**src/sv/ase_pkg.sv**
```systemverilog
// shared types and constants for the array statistics engine
package ase_pkg;

  localparam int MAX_COUNT_DEF = 64;
  localparam int SAMPLE_W      = 8;
  localparam int COUNT_W       = 7;

  typedef struct packed {
    logic [SAMPLE_W-1:0] sample;
    logic                final_req;
  } in_item_t;

  typedef struct packed {
    logic [SAMPLE_W-1:0] maximum;
    logic [SAMPLE_W-1:0] minimum;
    logic [SAMPLE_W-1:0] mean;
    logic [SAMPLE_W-1:0] median;
    logic [COUNT_W-1:0]  count;
    logic                overflow;
  } out_item_t;

  typedef enum logic [2:0] {
    ST_IDLE,
    ST_SWEEP,
    ST_DRAIN,
    ST_STEP,
    ST_DIV,
    ST_LOAD
  } state_t;

  typedef struct packed {
    logic acc_en;
    logic search_init;
    logic sweep_rd;
    logic bit_step;
    logic div_init;
    logic div_step;
    logic res_load;
  } cmd_t;

  typedef struct packed {
    logic sweep_last;
    logic bit_zero;
    logic div_last;
  } status_t;

endpackage

```
**src/sv/array_statistics_engine_unit.sv**
```systemverilog
// array statistics engine: max, min, floor mean and median of a sample set
// samples are taken one per cycle while idle; the request with final_req closes the set
// after the closing request: 8 median search sweeps over the store, each a read of every stored
// sample, a drain and a bit step, then 8 + clog2(MAX_COUNT + 1) divide steps, then the result load
// a pending result waits in the output register while the next set is loaded
// synchronous reset empties the set and clears the result valid; store contents are left as is
module array_statistics_engine_unit import ase_pkg::*; #(
  parameter int MAX_COUNT = MAX_COUNT_DEF
) (
  input  logic      clk,
  input  logic      rst,
  input  logic      req_valid,
  output logic      req_ready,
  input  in_item_t  req_data,
  output logic      rsp_valid,
  input  logic      rsp_ready,
  output out_item_t rsp_data
);

  cmd_t    cmd;
  status_t status;

  ase_ctrl u_ctrl (
    .clk       (clk),
    .rst       (rst),
    .req_valid (req_valid),
    .final_req (req_data.final_req),
    .rsp_ready (rsp_ready),
    .status    (status),
    .req_ready (req_ready),
    .rsp_valid (rsp_valid),
    .cmd       (cmd)
  );

  ase_datapath #(
    .MAX_COUNT (MAX_COUNT)
  ) u_datapath (
    .clk      (clk),
    .rst      (rst),
    .req_data (req_data),
    .cmd      (cmd),
    .status   (status),
    .result   (rsp_data)
  );

endmodule

```
**src/sv/ase_ram.sv**
```systemverilog
// generic simple dual-port ram with registered read
module ase_ram #(
  parameter int WIDTH = 8,
  parameter int DEPTH = 64,
  localparam int AW = (DEPTH > 1) ? $clog2(DEPTH) : 1
) (
  input  logic             clk,
  input  logic             we,
  input  logic [AW-1:0]    waddr,
  input  logic [WIDTH-1:0] wdata,
  input  logic             re,
  input  logic [AW-1:0]    raddr,
  output logic [WIDTH-1:0] rdata
);

  logic [WIDTH-1:0] mem [DEPTH];

  always_ff @(posedge clk) begin
    if (we) begin
      mem[waddr] <= wdata;
    end
    if (re) begin
      rdata <= mem[raddr];
    end
  end

endmodule

```
**src/sv/ase_datapath.sv**
```systemverilog
// sample store, running statistics, median search counters and mean divider
module ase_datapath import ase_pkg::*; #(
  parameter int MAX_COUNT = MAX_COUNT_DEF
) (
  input  logic      clk,
  input  logic      rst,
  input  in_item_t  req_data,
  input  cmd_t      cmd,
  output status_t   status,
  output out_item_t result
);

  localparam int CW = $clog2(MAX_COUNT + 1);
  localparam int AW = (MAX_COUNT > 1) ? $clog2(MAX_COUNT) : 1;
  localparam int SW = SAMPLE_W + CW;
  localparam int DW = (SW > 1) ? $clog2(SW) : 1;
  localparam logic [CW-1:0] FULL = CW'(MAX_COUNT);

  logic [CW-1:0]       count;
  logic [SW-1:0]       sum;
  logic [SAMPLE_W-1:0] run_max;
  logic [SAMPLE_W-1:0] run_min;
  logic                dropped;

  logic [CW-1:0]       ptr;
  logic                rd_valid;
  logic [SAMPLE_W-1:0] rd_data;
  logic [2:0]          bit_idx;
  logic [SAMPLE_W-1:0] acc_lo;
  logic [SAMPLE_W-1:0] acc_hi;
  logic [CW-1:0]       cnt_lo;
  logic [CW-1:0]       cnt_hi;
  logic [DW-1:0]       div_cnt;
  logic [CW-1:0]       rem;
  logic [SW-1:0]       quo;

  logic                store_en;
  logic [CW-1:0]       k_lo;
  logic [CW-1:0]       k_hi;
  logic [SAMPLE_W-1:0] mask;
  logic [SAMPLE_W-1:0] bit_sel;
  logic [SAMPLE_W-1:0] thr_lo;
  logic [SAMPLE_W-1:0] thr_hi;
  logic [CW:0]         r_sh;
  logic [CW:0]         r_sub;
  logic                fits;
  logic [CW-1:0]       rem_next;
  logic [SAMPLE_W:0]   median_sum;
  logic [CW+COUNT_W-1:0] count_ext;

  assign store_en = cmd.acc_en && (count != FULL);

  ase_ram #(
    .WIDTH (SAMPLE_W),
    .DEPTH (MAX_COUNT)
  ) u_store (
    .clk   (clk),
    .we    (store_en),
    .waddr (count[AW-1:0]),
    .wdata (req_data.sample),
    .re    (cmd.sweep_rd),
    .raddr (ptr[AW-1:0]),
    .rdata (rd_data)
  );

  // order statistic ranks of the two middle elements (equal for odd count)
  assign k_lo = (count - CW'(1)) >> 1;
  assign k_hi = count >> 1;

  // trial threshold: decided upper bits, current bit zero, lower bits ones
  assign mask    = ~(8'hFF << bit_idx);
  assign bit_sel = 8'd1 << bit_idx;
  assign thr_lo  = acc_lo | mask;
  assign thr_hi  = acc_hi | mask;

  // restoring division, one quotient bit per step
  assign r_sh     = {rem, quo[SW-1]};
  assign fits     = r_sh >= {1'b0, count};
  assign r_sub    = r_sh - {1'b0, count};
  assign rem_next = fits ? r_sub[CW-1:0] : r_sh[CW-1:0];

  assign status.sweep_last = (ptr == count - CW'(1));
  assign status.bit_zero   = (bit_idx == 3'd0);
  assign status.div_last   = (div_cnt == DW'(SW - 1));

  always_ff @(posedge clk) begin
    if (rst) begin
      count    <= '0;
      sum      <= '0;
      run_max  <= '0;
      run_min  <= '1;
      dropped  <= 1'b0;
      ptr      <= '0;
      rd_valid <= 1'b0;
      bit_idx  <= 3'd7;
      acc_lo   <= '0;
      acc_hi   <= '0;
      cnt_lo   <= '0;
      cnt_hi   <= '0;
      div_cnt  <= '0;
      rem      <= '0;
      quo      <= '0;
    end else begin
      rd_valid <= cmd.sweep_rd;
      if (cmd.acc_en) begin
        if (store_en) begin
          count <= count + CW'(1);
          sum   <= sum + SW'(req_data.sample);
          if (req_data.sample > run_max) begin
            run_max <= req_data.sample;
          end
          if (req_data.sample < run_min) begin
            run_min <= req_data.sample;
          end
        end else begin
          dropped <= 1'b1;
        end
      end
      if (cmd.search_init) begin
        acc_lo  <= '0;
        acc_hi  <= '0;
        bit_idx <= 3'd7;
        cnt_lo  <= '0;
        cnt_hi  <= '0;
        ptr     <= '0;
      end
      if (cmd.sweep_rd) begin
        ptr <= status.sweep_last ? '0 : ptr + CW'(1);
      end
      if (rd_valid) begin
        cnt_lo <= cnt_lo + CW'(rd_data <= thr_lo);
        cnt_hi <= cnt_hi + CW'(rd_data <= thr_hi);
      end
      if (cmd.bit_step) begin
        // too few samples at or below the trial value: this bit must be set
        if (cnt_lo <= k_lo) begin
          acc_lo <= acc_lo | bit_sel;
        end
        if (cnt_hi <= k_hi) begin
          acc_hi <= acc_hi | bit_sel;
        end
        cnt_lo  <= '0;
        cnt_hi  <= '0;
        bit_idx <= bit_idx - 3'd1;
      end
      if (cmd.div_init) begin
        div_cnt <= '0;
        rem     <= '0;
        quo     <= sum;
      end
      if (cmd.div_step) begin
        div_cnt <= div_cnt + DW'(1);
        rem     <= rem_next;
        quo     <= {quo[SW-2:0], fits};
      end
      if (cmd.res_load) begin
        count   <= '0;
        sum     <= '0;
        run_max <= '0;
        run_min <= '1;
        dropped <= 1'b0;
      end
    end
  end

  assign median_sum = {1'b0, acc_lo} + {1'b0, acc_hi};
  assign count_ext  = {{COUNT_W{1'b0}}, count};

  always_ff @(posedge clk) begin
    if (cmd.res_load) begin
      result.maximum  <= run_max;
      result.minimum  <= run_min;
      result.mean     <= quo[SAMPLE_W-1:0];
      result.median   <= median_sum[SAMPLE_W:1];
      result.count    <= count_ext[COUNT_W-1:0];
      result.overflow <= dropped;
    end
  end

  a_count_bound: assert property (@(posedge clk) disable iff (rst) count <= FULL)
    else $error("stored count exceeds capacity");

  a_drop_full: assert property (@(posedge clk) disable iff (rst) dropped |-> count == FULL)
    else $error("overflow flagged with room left in store");

  a_median_order: assert property (@(posedge clk) disable iff (rst)
    cmd.res_load |-> acc_lo <= acc_hi)
    else $error("lower middle value above upper middle value");

  a_min_max: assert property (@(posedge clk) disable iff (rst)
    cmd.res_load |-> run_min <= run_max)
    else $error("minimum above maximum at result");

  a_read_range: assert property (@(posedge clk) disable iff (rst)
    cmd.sweep_rd |=> $past(ptr) < count)
    else $error("sweep read beyond stored samples");

endmodule

```
**src/sv/ase_ctrl.sv**
```systemverilog
// control state machine: sample load, median search sweeps, divide, result hand-off
module ase_ctrl import ase_pkg::*; (
  input  logic    clk,
  input  logic    rst,
  input  logic    req_valid,
  input  logic    final_req,
  input  logic    rsp_ready,
  input  status_t status,
  output logic    req_ready,
  output logic    rsp_valid,
  output cmd_t    cmd
);

  state_t state;
  state_t state_next;
  logic   rsp_valid_next;

  always_ff @(posedge clk) begin
    if (rst) begin
      state     <= ST_IDLE;
      rsp_valid <= 1'b0;
    end else begin
      state     <= state_next;
      rsp_valid <= rsp_valid_next;
    end
  end

  always_comb begin
    state_next     = state;
    cmd            = '0;
    req_ready      = 1'b0;
    rsp_valid_next = rsp_valid && !rsp_ready;
    unique case (state)
      ST_IDLE: begin
        req_ready = 1'b1;
        if (req_valid) begin
          cmd.acc_en = 1'b1;
          if (final_req) begin
            cmd.search_init = 1'b1;
            state_next      = ST_SWEEP;
          end
        end
      end
      ST_SWEEP: begin
        cmd.sweep_rd = 1'b1;
        if (status.sweep_last) begin
          state_next = ST_DRAIN;
        end
      end
      // last read data lands in the counters
      ST_DRAIN: begin
        state_next = ST_STEP;
      end
      ST_STEP: begin
        cmd.bit_step = 1'b1;
        if (status.bit_zero) begin
          cmd.div_init = 1'b1;
          state_next   = ST_DIV;
        end else begin
          state_next = ST_SWEEP;
        end
      end
      ST_DIV: begin
        cmd.div_step = 1'b1;
        if (status.div_last) begin
          state_next = ST_LOAD;
        end
      end
      ST_LOAD: begin
        if (!rsp_valid || rsp_ready) begin
          cmd.res_load   = 1'b1;
          rsp_valid_next = 1'b1;
          state_next     = ST_IDLE;
        end
      end
      default: begin
        state_next = ST_IDLE;
      end
    endcase
  end

endmodule

```
**config.mk**
```make
export PLATFORM = sky130hd
export DESIGN_NAME = array_statistics_engine_unit
export DESIGN_NICKNAME = d
export VERILOG_FILES = /design/src/sv/ase_pkg.sv /design/src/sv/array_statistics_engine_unit.sv /design/src/sv/ase_ram.sv /design/src/sv/ase_datapath.sv /design/src/sv/ase_ctrl.sv
export SDC_FILE = /design/constraint.sdc
export NUM_CORES = 1
export LEC_CHECK = 0
export ABC_AREA = 1
export BUFFER_PORTS_ARGS = -buffer_cell sky130_fd_sc_hd__buf_2
export CAP_MARGIN = 20
export CORE_UTILIZATION = 59
export CTS_BUF_LIST = sky130_fd_sc_hd__clkbuf_8
export DETAILED_ROUTE_END_ITERATION = 10
export GPL_TIMING_DRIVEN = 0
export PLACE_DENSITY = 0.84
export REMOVE_ABC_BUFFERS = 1
export SETUP_SLACK_MARGIN = 0.1
export SLEW_MARGIN = 25
export SYNTH_ARGS = -nofsm -noshare
export SYNTH_HDL_FRONTEND = slang
export SYNTH_HIERARCHICAL = 1
export SYNTH_SLANG_ARGS = --single-unit
```
**constraint.sdc**
```tcl
create_clock -name clk -period 3.7 [get_ports clk]
set_input_delay 0 -clock clk [delete_from_list [all_inputs] [get_ports clk]]
set_output_delay 0 -clock clk [all_outputs]
set_load 0.01 [all_outputs]
```
Word-level counts from Yosys, hierarchy flattened

Memory sizes are Yosys's and may differ from the RTL's. A register that Yosys moved wholly into a read port is not among the register bits.
Cells that the tools add are included.

Flip-flop bits (word level): 150
Memory bits (writable): 512
Bits of input ports: 13
Output and inout bits: 42
Word-level logic and storage cells: 121
Memories kept: 1

Memory list:

| memory                 | depth | bits a word | rd ports | clocked after Yosys merged registers in | write ports | RTL line      | RTL |
|---|---|---|---|---|---|---|---|
| u_datapath.u_store.mem | 64    | 8           | 1        | 1                                       | 1           | ase_ram.sv:16 | `logic [WIDTH-1:0] mem [DEPTH];` |

$add $sub $neg: 10
$lt $le $gt $ge: 7
Equal/unequal tests: 13
Shift operators: 2
Muxes and demuxes: 41
Bitwise operators: 6
Reduce and logical (&&, ||, !) cells: 18

Operator list:

| cell                | count |
|---|---|
| $mux 7              | 8 |
| $mux 8              | 6 |
| $or 8x8->8          | 4 |
| $mux 15             | 2 |
| $mux 3              | 8 |
| $pmux 3 s6          | 1 |
| $le 8x8->1          | 2 |
| $add 15x8->15       | 1 |
| $add 7x1->7         | 2 |
| $add 7x1->7 const B | 2 |
| $le 7x6->1          | 2 |
| $mux 1              | 11 |
| $add 8x8->9         | 1 |
| $ge 8x7->1          | 1 |
| $gt 8x8->1          | 1 |
| $lt 8x8->1          | 1 |
| $mux 4              | 2 |
| $not 8->8           | 1 |
| $reduce_bool 2->1   | 4 |
| $shl 1x3->8 const A | 1 |
| $shl 8x3->8 const A | 1 |
| $eq 7x7->1          | 1 |
| $ne 7x7->1 const B  | 1 |
| $sub 7x1->7 const B | 1 |
| 19 further kinds    | 32 |

Logic depth before layout (Yosys ltp)

Depth in word-level cells: 6
Depth in mapped cells: 19
Mapped depth without buffers: 19

Modules after synthesis

Netlist, hierarchy kept.

Modules (own cells, without submodules):

| module       | instances | cells each | area each (um2) | seq. area each (um2) |
|---|---|---|---|---|
| ase_ram      | 1         | 1805       | 21419.3         | 15615.0 |
| ase_datapath | 1         | 1048       | 8169.1          | 3323.2 |
| ase_ctrl     | 1         | 51         | 314.1           | 80.1 |

Worst setup path before layout

Ideal clock, no wire load.

Path kind: flip-flop to flip-flop
Start: register u_ctrl.state[0]
End: register u_datapath.sum[6]
Library setup time: 116 ps
Arrival: 3426 ps
Required time: 3584 ps
Path slack: 158 ps
Stages on the path, launching flop included: 7
Buffers on the path: 1
Clock period less this slack: 3542 ps
Path through: dfxtp_1 nand3_2 a21oi_1 nor2_1 buf_2 o211ai_1 inv_1

RTL lines:

| element                | RTL line            | RTL |
|---|---|---|
| from (decl)            | ase_ctrl.sv:14      | `state_t state;` |
| from (signal assigned) | ase_ctrl.sv:23      | `state <= state_next;` |
| to (signal assigned)   | ase_datapath.sv:108 | `sum <= sum + SW'(req_data.sample);` |
| to (decl)              | ase_datapath.sv:20  | `logic [SW-1:0] sum;` |

Worst setup path after layout

Start: register u_datapath.count[1]
End: memory u_datapath.u_store.mem[48][1], enable pin

Longest elaborated chain between the ends: 4

RTL lines:

| element                      | RTL line            | RTL |
|---|---|---|
| from (decl)                  | ase_datapath.sv:19  | `logic [CW-1:0] count;` |
| from (signal assigned)       | ase_datapath.sv:107 | `count <= count + CW'(1);` |
| $ne 7x7->1                   | ase_datapath.sv:51  | `assign store_en = cmd.acc_en && (count != FULL);` |
| $logic_and 1x1->1            | ase_datapath.sv:51  |  |
| $mux 1                       | ase_ram.sv:19       | `if (we) begin` |
| $mux 1 (not written as such) | ase_ram.sv:20       | `mem[waddr] <= wdata;` |
| to (decl)                    | ase_ram.sv:16       |  |

Several ways; a longest one is shown, not always the timed one.

==> results.md <==
* Outcome: complete, no violations
* Most frequent cells in the layout: 895 x nand2_1, 560 x edfxtp_1, 513 x nand3_1
* Final worst-path cycle share at around 89%
* Die Area at 51600 µm²
* Distinct cells, synth at 47
* Buf/Inv on CP at 4
* Setup crit end kind: register
* Total power at a little under 20000 µW
* Pins Over Slew Limit at 0
* Min cycle time layout at around 3.3 ns
* DR vias at approximately 22000
* CP max stage cell: dfxtp_2
* Sequential area share after synthesis at ~64%
* Multi-input gate area at between 9000 and 10000 µm²
* Clock buffer count from CTS at 98
* TritonRoute pass-1 iters at 9
* Largest net degree at the start of global routing at between 150 and 200
* Number of H-tree levels at 3
* Mean Syn Cell Area at slightly above 10 µm²
* Routed met3 length at between 7 and 8 mm
* P_leak at 0.0125 µW
* Fmax at between 300 and 400 MHz
* Nets at between 3000 and 4000
* PwrDens at ~600 nW/µm²
* Vias per cell at around 6
* Routed wl met2 at roughly 35 mm
* Met1 WL at about 27 mm
* CTS tree: yes
* GPL Wtd Cong at about 0.92
* Drt total wl at ~73 mm
* WS Path Type: register to register
* Final Setup Violations at 0
* Warnings from Yosys at 6
* Synth async-reset ratio at 0%
* Die width at between 200 and 250 µm
* Core area at ~50000 µm²
* Mapped cell area at ~30000 µm²
* Share of cells above drive strength 1 at 9.58%
* Total track usage at around 28%
* Maximum VDD drop at 0.413 mV
* Cell Chain, Critical Path: inv_1, ha_1, nand4_2, nand2_4, inv_4, nand4_1, buf_4, nor4_2, buf_2
* Top routing layer in use: met4
* CTS max path bufs at 3
* Main synth FF type: edfxtp_1
* Worst-margin pin slew at 0.993 ns
* Worst-Skew Late Latency at ~0.7 ns
* Critical-path maximum fanout at 30
* # port buffers at 54
* DRC viols at 0
* First-pass GRT wire length at between 100 and 150 mm
* Drt first-iter violations at ~2500
* Synth-to-Final Area Change at 9.74%
* CTS root buffer: clkbuf_8
* CP required at slightly above 4 ns
* Antenna-violating nets left at 0
* Startpoint Class: register
* Crit path from: u_datapath/count[1]
* Sink Count at 670
* Max-Cap Viols at 0
* RR Startpoint: u_datapath/count[1]
* Rows at between 80 and 90
* Slew HR at between 30% and 40%
* Worst hold-check path type: input port to register
* Fill count at between 3000 and 4000
* Clock transition at path regs at 0.06 ns
* Post-synth EDFFs at 560
* Hold Path Origin: req_valid
* Global route overflow at 0
* Clock skew at between 0.02 and 0.025 ns
* Starting density of the core at approximately three fifths
* Gate Count Post-Synth at a little under 3000
* FF/Latch Area at ~19000 µm²
* WHS at 0.389 ns
* Final core utilization at 65.5%
* Hold Fails Final Rpt at 0
* Most common cell after layout, fill and taps aside: nand2_1
* Routed WL per cell at 19.5 µm
* Crit path largest cell delay at 0.68 ns
* Synthesized flop and latch total at between 600 and 700
* # IOs at between 50 and 60
* DP HPWL at roughly 42 mm
* Vias in the first global route at ~22000
* Initial antenna violation count at 1
* CP arrival at 3.67 ns
* RSZ-0062 raised after global routing: false
* CP delay by family, top: buffers and inverters
* Die H at between 200 and 250 µm
==> layout make-up <==
cell class	instances	area share, %
clock inverters	78	1.33
well taps	672	2.56
clock buffers	103	4.32
inverters	161	1.93
flip-flops and latches	670	58.0
multi-input cells	1936	29.0
diodes	1	0.00763
repair buffers	111	2.88
==> path summary, 6_finish.rpt <==
kind / end / slack [ns] / cells past startpoint
min: u_datapath/dropped / 0.39 / 8
max: u_datapath/u_store/mem[48][1] / 0.41 / 9
max reg2reg: u_datapath/u_store/mem[48][1] / 0.41 / 9
min reg2reg: u_datapath/result[23] / 0.43 / 0
==> synth_stat cells (15+ instances only) <==
master	count	area share, %
clkbuf_1	27	0.34
buf_2	43	0.72
nand3_1	513	8.6
edfxtp_1	560	56
ha_1	81	3.4
o21ai_0	48	0.80
buf_4	15	0.38
buf_6	39	1.5
nand4_1	20	0.42
dfxtp_1	110	7.4
inv_1	148	1.9
nor2_1	141	1.8
nand2_1	895	11
a21oi_1	126	2.1
==> tightest hold or removal path: stages <==
cell and delay [ns]:
dlygate4sd3_1 0.54, buf_2 0.13, inv_1 0.05, nor2_1 0.07, inv_1 0.06, nor2_1 0.04
nor2_1 0.09, nor2_1 0.05
==> state kept, by name (all words and copies together) (netlist names) <==
signal / cells
u_ctrl/rsp_valid: 1
u_ctrl/state: 3
u_datapath/acc_hi: 8
u_datapath/acc_lo: 8
u_datapath/bit_idx: 3
u_datapath/cnt_hi: 7
u_datapath/cnt_lo: 7
u_datapath/count: 7
u_datapath/div_cnt: 4
u_datapath/dropped: 1
u_datapath/ptr: 7
u_datapath/quo: 15
u_datapath/rd_valid: 1
u_datapath/rem: 7
u_datapath/result: 40
u_datapath/run_max: 8
u_datapath/run_min: 8
u_datapath/sum: 15
u_datapath/u_store/mem: 512
u_datapath/u_store/rdata: 8
==> cells by family (layout without fill, tap and decap cells) <==
logic type / after synthesis / in the layout / synth area share, %
AOI/OAI and AO/OA: 209 / 209 / 3.79
xor gates and xnor gates: 17 / 17 / 0.498
adders and majority gates: 84 / 84 / 3.59
buffers and inverters: 298 / 453 / 5.19
DFF: 670 / 670 / 63.6
other: 0 / 1 / 0
and+or+nand+nor: 1626 / 1626 / 23.3
==> per-stage QoR <==
| step | std cells | TNS, ns | cell area, µm² | setup slack [ns] |
|---|---|---|---|---|
| after floorplan | 2767 | -62.91 | 29000 | -3.87 |
| after global placement | 3493 | -418.29 | 30100 | -8.99 |
| after detailed placement | 3513 | -239.46 | 30500 | -0.706 |
| after CTS | 3731 | 0 | 32800 | 0.273 |
| after global routing | 3732 | 0 | 32800 | 0.228 |
| final | 3732 | 0 | 32800 | 0.407 |
==> power breakdown <==
| group | switching [µW] | internal, µW |
|---|---|---|
| clock | 2760 | 2860 |
| sequential | 377 | 8560 |
| combinational | 3530 | 1580 |
| total | 6660 | 13000 |
==> per-layer routing <==
metal  up-vias  GRT usage [%]
met1     10500           35.1
met2      1385           46.4
met4         0           15.7
li1      10200              -
met3       267           5.64
met5         -              0
==> what timing repair did <==
action                                  4_1_cts  5_1_grt
endpoints found under the setup margin      512      112
endpoints found under the hold margin       598        0
setup buffers                                24        0
pin swaps                                     5        0
hold buffers                                 13        0
resized for setup                            29        2
Note: power is estimated with default switching activity, not from simulation.
